## config.mk

```make
export PLATFORM = sky130hd
export DESIGN_NAME = ctb_cell
export DESIGN_NICKNAME = d
export VERILOG_FILES = /design/src/rtl/core/ctb_pkg.sv /design/src/rtl/core/ctb_cell.sv
export SDC_FILE = /design/constraint.sdc
export NUM_CORES = 1
export LEC_CHECK = 0
export BUFFER_PORTS_ARGS = -buffer_cell sky130_fd_sc_hd__buf_2
export CORE_MARGIN = 5
export CORE_UTILIZATION = 40
export CTS_CLUSTER_DIAMETER = 100
export CTS_CLUSTER_SIZE = 24
export DETAILED_ROUTE_END_ITERATION = 10
export PLACE_DENSITY = 0.76
export SKIP_CTS_REPAIR_TIMING = 1
export SLEW_MARGIN = 20
export SYNTH_ARGS = -nofsm -noshare
export SYNTH_HDL_FRONTEND = slang
export SYNTH_SLANG_ARGS = --single-unit
```

## constraint.sdc

```tcl
create_clock -name clk -period 2.1 [get_ports clk]
set_input_delay 0.105 -clock clk [delete_from_list [all_inputs] [get_ports clk]]
set_output_delay 0.105 -clock clk [all_outputs]
set_load 0.01 [all_outputs]
```

## src/rtl/core/ctb_pkg.sv

```systemverilog
// ctb_pkg: shared types and constants for the cartesian tree builder
// used by ctb_cell and cartesian_tree_builder; no dependencies
package ctb_pkg;

  localparam int MAX_NODES_DEF = 1023;
  localparam int IDX_OUT_W     = 10;
  localparam int VALUE_W       = 32;

  typedef struct packed {
    logic signed [VALUE_W-1:0] node_value;
    logic                      last_node;
  } item_t;

  typedef struct packed {
    logic [IDX_OUT_W-1:0] node_index;
    logic [IDX_OUT_W-1:0] parent_index;
    logic [IDX_OUT_W-1:0] left_child_index;
    logic [IDX_OUT_W-1:0] root_index;
    logic                 overflow;
  } result_t;

  // shift control shared by every cell of the chain
  typedef struct packed {
    logic push;
    logic pop;
  } cell_ctrl_t;

  typedef enum logic [1:0] {
    S_IDLE = 2'b01,
    S_POP  = 2'b10
  } state_t;

endpackage

```

## src/rtl/core/ctb_cell.sv

```systemverilog
// ctb_cell: one entry of the right-chain stack, shifts with its neighbours
// depends on ctb_pkg
module ctb_cell #(
  parameter int IDX_W = 10
) (
  input  logic                               clk,
  input  ctb_pkg::cell_ctrl_t                ctrl,
  input  logic [IDX_W-1:0]                   above_idx,
  input  logic signed [ctb_pkg::VALUE_W-1:0] above_value,
  input  logic [IDX_W-1:0]                   below_idx,
  input  logic signed [ctb_pkg::VALUE_W-1:0] below_value,
  output logic [IDX_W-1:0]                   idx,
  output logic signed [ctb_pkg::VALUE_W-1:0] value
);

  // push moves entries away from the top, pop moves them towards it
  always_ff @(posedge clk) begin
    if (ctrl.push) begin
      idx   <= above_idx;
      value <= above_value;
    end else if (ctrl.pop) begin
      idx   <= below_idx;
      value <= below_value;
    end
  end

endmodule

```

; ---- Yosys cells after proc, flatten, opt, wreduce, memory -nomap -nowiden
; Index checks and enable logic that the tools add are counted.
; W data, S select, Z words.
[word_totals]
regBits = 42
[classes]
n_mux = 4
n_reduce_logical = 1
[op_table]
columns = op, n
row1 = $mux W32, 2
row2 = $mux W10, 2
row3 = $reduce_bool A2 Y1, 1

; ---- Depth between registers and ports, before layout
; Gate-level depths: netlist of the first run.
[logic_depth]
ltp_word = 2
mapped_depth = 3

; ---- Worst setup path before layout of the first run
; Ideal clock, no wire load.
[synth_timing]
kind = input-to-reg
from = in ctrl[1] (netlist bit)
to = reg idx[0], enable pin
setup_ps = 401
arrival_time_ps = 1359
setup_slack_ps = 339
cell_stages = 3
cell_sequence = buf_6 > buf_12 > or2_1
[synth_between]
elab_chain_cells = 1
[synth_lines]
columns = element, line_no
row1 = "start, declared", ctb_cell.sv:7  ; input ctb_pkg::cell_ctrl_t ctrl,
row2 = $reduce_bool A2 Y1 (no source line), n/a
row3 = "end signal, assigned", ctb_cell.sv:19  ; idx <= above_idx;
row4 = "end signal, assigned", ctb_cell.sv:22  ; idx <= below_idx;
row5 = "end, declared", ctb_cell.sv:12  ; output logic [IDX_W-1:0] idx,
; No other way between the ends.
; A chain may end at the register's enable or synchronous reset.

; ---- Worst setup path in the final report of the first run
[layout_timing]
from = in ctrl[1] (netlist bit)
to = reg idx[9] (data pin)
[layout_between]
elab_chain_cells = 1
[layout_lines]
columns = element, line_no
row1 = $mux W10, ctb_cell.sv:18  ; if (ctrl.push) begin
; No other way between the ends.

==> impl_metrics.json, run 1 <==
{
  "wl_met1_microns": 1490,
  "hold_viol": 0,
  "grt_pass1_wl_microns": 6240,
  "root_buffer": "clkbuf_8",
  "leakage_nw": 1.31,
  "layout_common_cells": "buf_2, edfxtp_1, mux2_4, clkbuf_8, mux2_2",
  "drcViolationCount": 0,
  "rsz0062_at_grt": "false",
  "p_switching_mw": 0.430,
  "cp-endpoint": "idx[9]",
  "vdd_ir_drop_max_v": 0.000401,
  "cap_violations": 0,
  "viasPerCell": 4.45,
  "timing.fmax_mhz": 862,
  "yosysUniqueCellTypes": 6,
  "htreeDepth": 2,
  "criticalPathCategory": "in -> reg",
  "final.fill_count": 407,
  "comb_power_share_pct": 19.2,
  "drtIter0Drc": 22,
  "critical_path_arrival_ns": 1.20,
  "tritoncts": "yes",
  "overflow": 0,
  "row_count": 25,
  "dpl.hpwl_microns": 3220,
  "slew_headroom_pct": 37.0,
  "drive_above_1_share_pct": 80.2,
  "tightest_slew_ns": 0.944,
  "num_antenna_cells": 0,
  "synth.largest_area_cell": "edfxtp_1",
  "grt_pass1_vias": 1369,
  "power_density_mw_per_mm2": 702,
  "first_pass_iters": 3,
  "routed.top_layer": "met4",
  "place_congestion": 0.663,
  "syn_area_sq_mm": 0.00198,
  "internal_power_mw": 1.47,
  "wl_met2_microns": 2000,
  "synth_nets": 177,
  "yosysSeqAreaShare_pct": 63.8,
  "via_count": 1285,
  "grt_max_degree": 43,
  "cp-end-kind": "register",
  "netlist_instances": 90,
  "met3WireLength_microns": 611,
  "nets": 308,
  "clkTransAtPathRegs_ns": 0.08,
  "areaGrowthSynthToFinish_pct": 36.5,
  "startpoint": "ctrl[1]",
  "slew_violations": 0,
  "io_buffers": 128,
  "cp.required_ns": 2.14,
  "ys_ff_latch": 42,
  "fp.dieW_microns": 80.3,
  "core_sq_mm": 0.00475,
  "die_h_microns": 80.3,
  "numCtsBuffers": 5,
  "ant_nets": 0,
  "setup_violations": 0,
  "fin_crit_ns": 1.16,
  "ios": 129,
  "wl_per_cell_microns": 14.3,
  "synth_top_area_share_pct": 63.8,
  "setup.worst_path.start_class": "input port",
  "numClockSinks": 42,
  "routed_wl_microns": 4130,
  "clockBufferDepth": 2,
  "synth_area_leaders": "edfxtp_1, mux2_4, buf_12, mux2_2, buf_6",
  "antenna_found_initial": 0,
  "grt_usage_pct": 13.0,
  "outcome": "complete, no violations",
  "finalPower_mw": 1.89,
  "hp-class": "in -> reg",
  "whs_ns": 0.116,
  "yosysWarningCount": 0,
  "clockPowerShare_pct": 25.3,
  "period_share_pct": 55.3,
  "die_area_sq_mm": 0.00645,
  "switching_share_pct": 22.7,
  "initial_core_util_pct": 41.6,
  "worst-path-max-fanout": 42,
  "postSynthAreaPerCell_sq_um": 22.0,
  "p_seq_share_pct": 55.4,
  "mostFrequentLayoutCell": "buf_2",
  "tns_ns": 0
}
## state kept, by name, summed over array words and instances, names as in the netlist
register and flops:
value 32, idx 10
## per-layer routing
metal	vias up	global-route usage [%]
li1	610	-
met1	583	14.0
met2	88	21.5
met3	4	7.40
met4	0	4.05
met5	-	0
## critical path: stages
cell,delay [ns]
buf_2,0.08
buf_4,0.58
mux2_2,0.41
## area by class of cell
cell class,instances,area (sq um),share of cell area (%)
Timing Repair Buffer,129,648,24.0
Clock buffer,6,72.6,2.69
Tap cell,67,83.8,3.10
Clock inverter,2,8.76,0.324
Multi-Input combinational cell,43,626,23.2
Sequential cell,42,1260,46.7
## power groups by stage
stage | clock [mW] | combinational, mW | sequential (mW)
after floorplan | 0 | 0.149 | 1.12
after global placement | 0 | 0.364 | 1.07
after detailed placement | 0 | 0.372 | 1.07
after CTS | 0.499 | 0.372 | 1.05
after global routing | 0.544 | 0.395 | 1.06
final | 0.480 | 0.365 | 1.05
## worst min path at each step
| stage | startpoint | end | slack [ns] | cells after the start |
|---|---|---|---|---|
| after CTS | below_value[12] | value[12] | 0.10 | 2 |
| final | below_value[12] | value[12] | 0.12 | 2 |
| after global placement | below_idx[2] | idx[2] | 0.41 | 2 |
| after global routing | above_value[25] | value[25] | 0.09 | 2 |
| after detailed placement | below_value[12] | value[12] | 0.41 | 2 |
| after floorplan | above_value[0] | value[0] | 0.32 | 1 |
## cells in the mapped netlist, drive strengths merged
cell type and count:
edfxtp 42, mux2 42, buf 5, or2 1
## cells by family after synthesis
family                 after synthesis  synth area share (%)
buffers and inverters                5                  4.62
flip-flops                          42                  63.8
multiplexers                        42                  31.3
AND/OR/NAND/NOR                      1                 0.316
## stage by stage
stage | setup slack, ns | utilization [%] | cells | instance area [sq um]
2_1_floorplan | 0.339 | - | 90 | 1980
3_3_place_gp | 0.665 | 55.1 | 281 | 2620
3_5_place_dp | 0.630 | 55.1 | 281 | 2620
4_1_cts | 0.942 | 56.8 | 289 | 2700
5_1_grt | 0.901 | 56.8 | 289 | 2700
6_report | 0.939 | 56.8 | 289 | 2700
Note: power is estimated with default switching activity, not from simulation.
==> run 2, diff against run 1 <==
- ABC_AREA: default -> 1
- PLACE_DENSITY: 0.76 -> 0.77
- clock period: 2.1 -> 1.2 ns (I/O delays scaled with it)
==> run 2 against run 1 <==
Wire length up 4.3%; sequential power increased by 74%; clock-buffer cell count grew 1; largest cell class unchanged; clock power increased by 73%; combinational power increased by 56%; critical path type is now reg -> out; global-route usage up 1.2 points; critical endpoint is now idx[8].
==> impl_metrics.json, run 2 <==
{
  "yosysWarningCount": 0,
  "synth_edf_count": 42,
  "grt_usage_pct": 14.2,
  "drive_above_1_share_pct": 44.8,
  "synth_area_leaders": "edfxtp_1, nand2_1, buf_6, buf_4, inv_4",
  "power_density_mw_per_mm2": 1260,
  "period_share_pct": 73.5,
  "synth.cells.most_frequent": "nand2_1, edfxtp_1, buf_6",
  "num_antenna_cells": 0,
  "grt_pass1_vias": 1631,
  "dpl.hpwl_microns": 3280,
  "numClockSinks": 42,
  "ios": 129,
  "crit_path_top_delay_cell": "edfxtp_1",
  "clkTransAtPathRegs_ns": 0.07,
  "tns_ns": 0,
  "yosysSeqAreaShare_pct": 68.8,
  "leakage_nw": 1.37,
  "row_count": 24,
  "synthArstFlopShare_pct": 0,
  "slowest_delay_ns": 0.39,
  "nets": 395,
  "tightest_slew_ns": 0.386,
  "drtIter0Drc": 63,
  "synth.largest_area_cell": "edfxtp_1",
  "criticalPathCategory": "reg -> out",
  "yosysUniqueCellTypes": 6,
  "io_buffers": 128,
  "wl_per_cell_microns": 12.0,
  "synth.most_common_cell": "nand2_1",
  "die_h_microns": 77.7,
  "worst_slack_ns": 0.318,
  "viasPerCell": 4.43,
  "tritoncts": "yes",
  "netlist_instances": 179,
  "synth_flop_cell": "edfxtp_1",
  "hp-class": "in -> reg",
  "slew_headroom_pct": 74.2,
  "preCtsSetupSlack_ns": 0.163,
  "ant_nets": 0,
  "setup_violations": 0,
  "areaGrowthSynthToFinish_pct": 39.9,
  "synth_top_area_share_pct": 68.8,
  "drcViolationCount": 0,
  "htreeDepth": 2,
  "reg_top3": "value x32, idx x10",
  "grt_pass1_wl_microns": 6880,
  "die_area_sq_mm": 0.00604,
  "first_pass_iters": 4,
  "hold_viol": 0,
  "cp-end-kind": "primary output",
  "setup.worst_path.start_class": "register",
  "routed_wl_microns": 4310,
  "clockBufferDepth": 2,
  "rsz0062_at_grt": "false",
  "cap_violations": 0,
  "syn_area_sq_mm": 0.00183,
  "synth_nets": 266,
  "overflow": 0,
  "initial_core_util_pct": 41.5,
  "outcome": "complete, no violations",
  "via_count": 1594,
  "vdd_ir_drop_max_v": 0.000553,
  "critPathBufInv": 1,
  "largest_reg_flops": 32,
  "timing.fmax_mhz": 1130,
  "antenna_found_initial": 0,
  "ys_ff_latch": 42,
  "core_sq_mm": 0.00441,
  "layout_common_cells": "buf_2, nand2_1, edfxtp_1, clkbuf_8",
  "postSynthAreaPerCell_sq_um": 10.2,
  "cp_top_family": "flip-flops",
  "worst-path-max-fanout": 1,
  "numCtsBuffers": 5,
  "fin_crit_ns": 0.882,
  "fp.dieW_microns": 77.7,
  "cp.required_ns": 1.14,
  "regMostFlops": "value",
  "slew_violations": 0,
  "grt_max_degree": 43,
  "root_buffer": "clkbuf_8",
  "place_congestion": 0.758,
  "path_cells": "buf_2",
  "critical_path_arrival_ns": 0.82,
  "mostFrequentLayoutCell": "buf_2"
}
==> run 2: metal layers <==
layer	GRT usage (%)	wire length (microns)	up-vias
li1	-	-	826
met1	15.2	1570	682
met2	24.8	2170	79
met3	5.67	503	7
met4	6.01	70	0
met5	0	0	-
==> run 2: worst paths after layout <==
check | start | end | slack (ns) | cells past startpoint
worst max-delay path | idx[8] | idx[8] | 0.32 | 1
worst min-delay path | below_value[14] | value[14] | 0.04 | 3
==> run 2: metrics by stage <==
stage	area (sq um)	hold WS, ns	std cells	utilization, %	total power, mW
after floorplan	1830	0.239	179	-	2.14
after global placement	2490	0.322	353	56.3	2.43
after detailed placement	2490	0.327	353	56.3	2.45
after CTS	2560	0.0243	360	58.1	3.28
after global routing	2560	0.0393	360	58.1	3.38
final	2560	0.0368	360	58.1	3.23
==> run 2: final cells by class <==
class / count / area, sq um
well taps: 52 / 65.1
multi-input cells: 127 / 479
inverters: 1 / 6.26
fillers: 394 / 1850
clock buffers: 7 / 76.3
flip-flops and latches: 42 / 1260
repair buffers: 131 / 676
==> run 2: kinds of logic after synthesis <==
logic type    after synthesis  share of synthesized area (%)
simple gates              127                           26.1
flops                      42                           68.8
buf+inv                    10                           5.05
==> run 2: power by group <==
| group | internal [mW] | switching (mW) |
|---|---|---|
| logic | 0.261 | 0.308 |
| clock network | 0.401 | 0.429 |
| registers | 1.80 | 0.0327 |
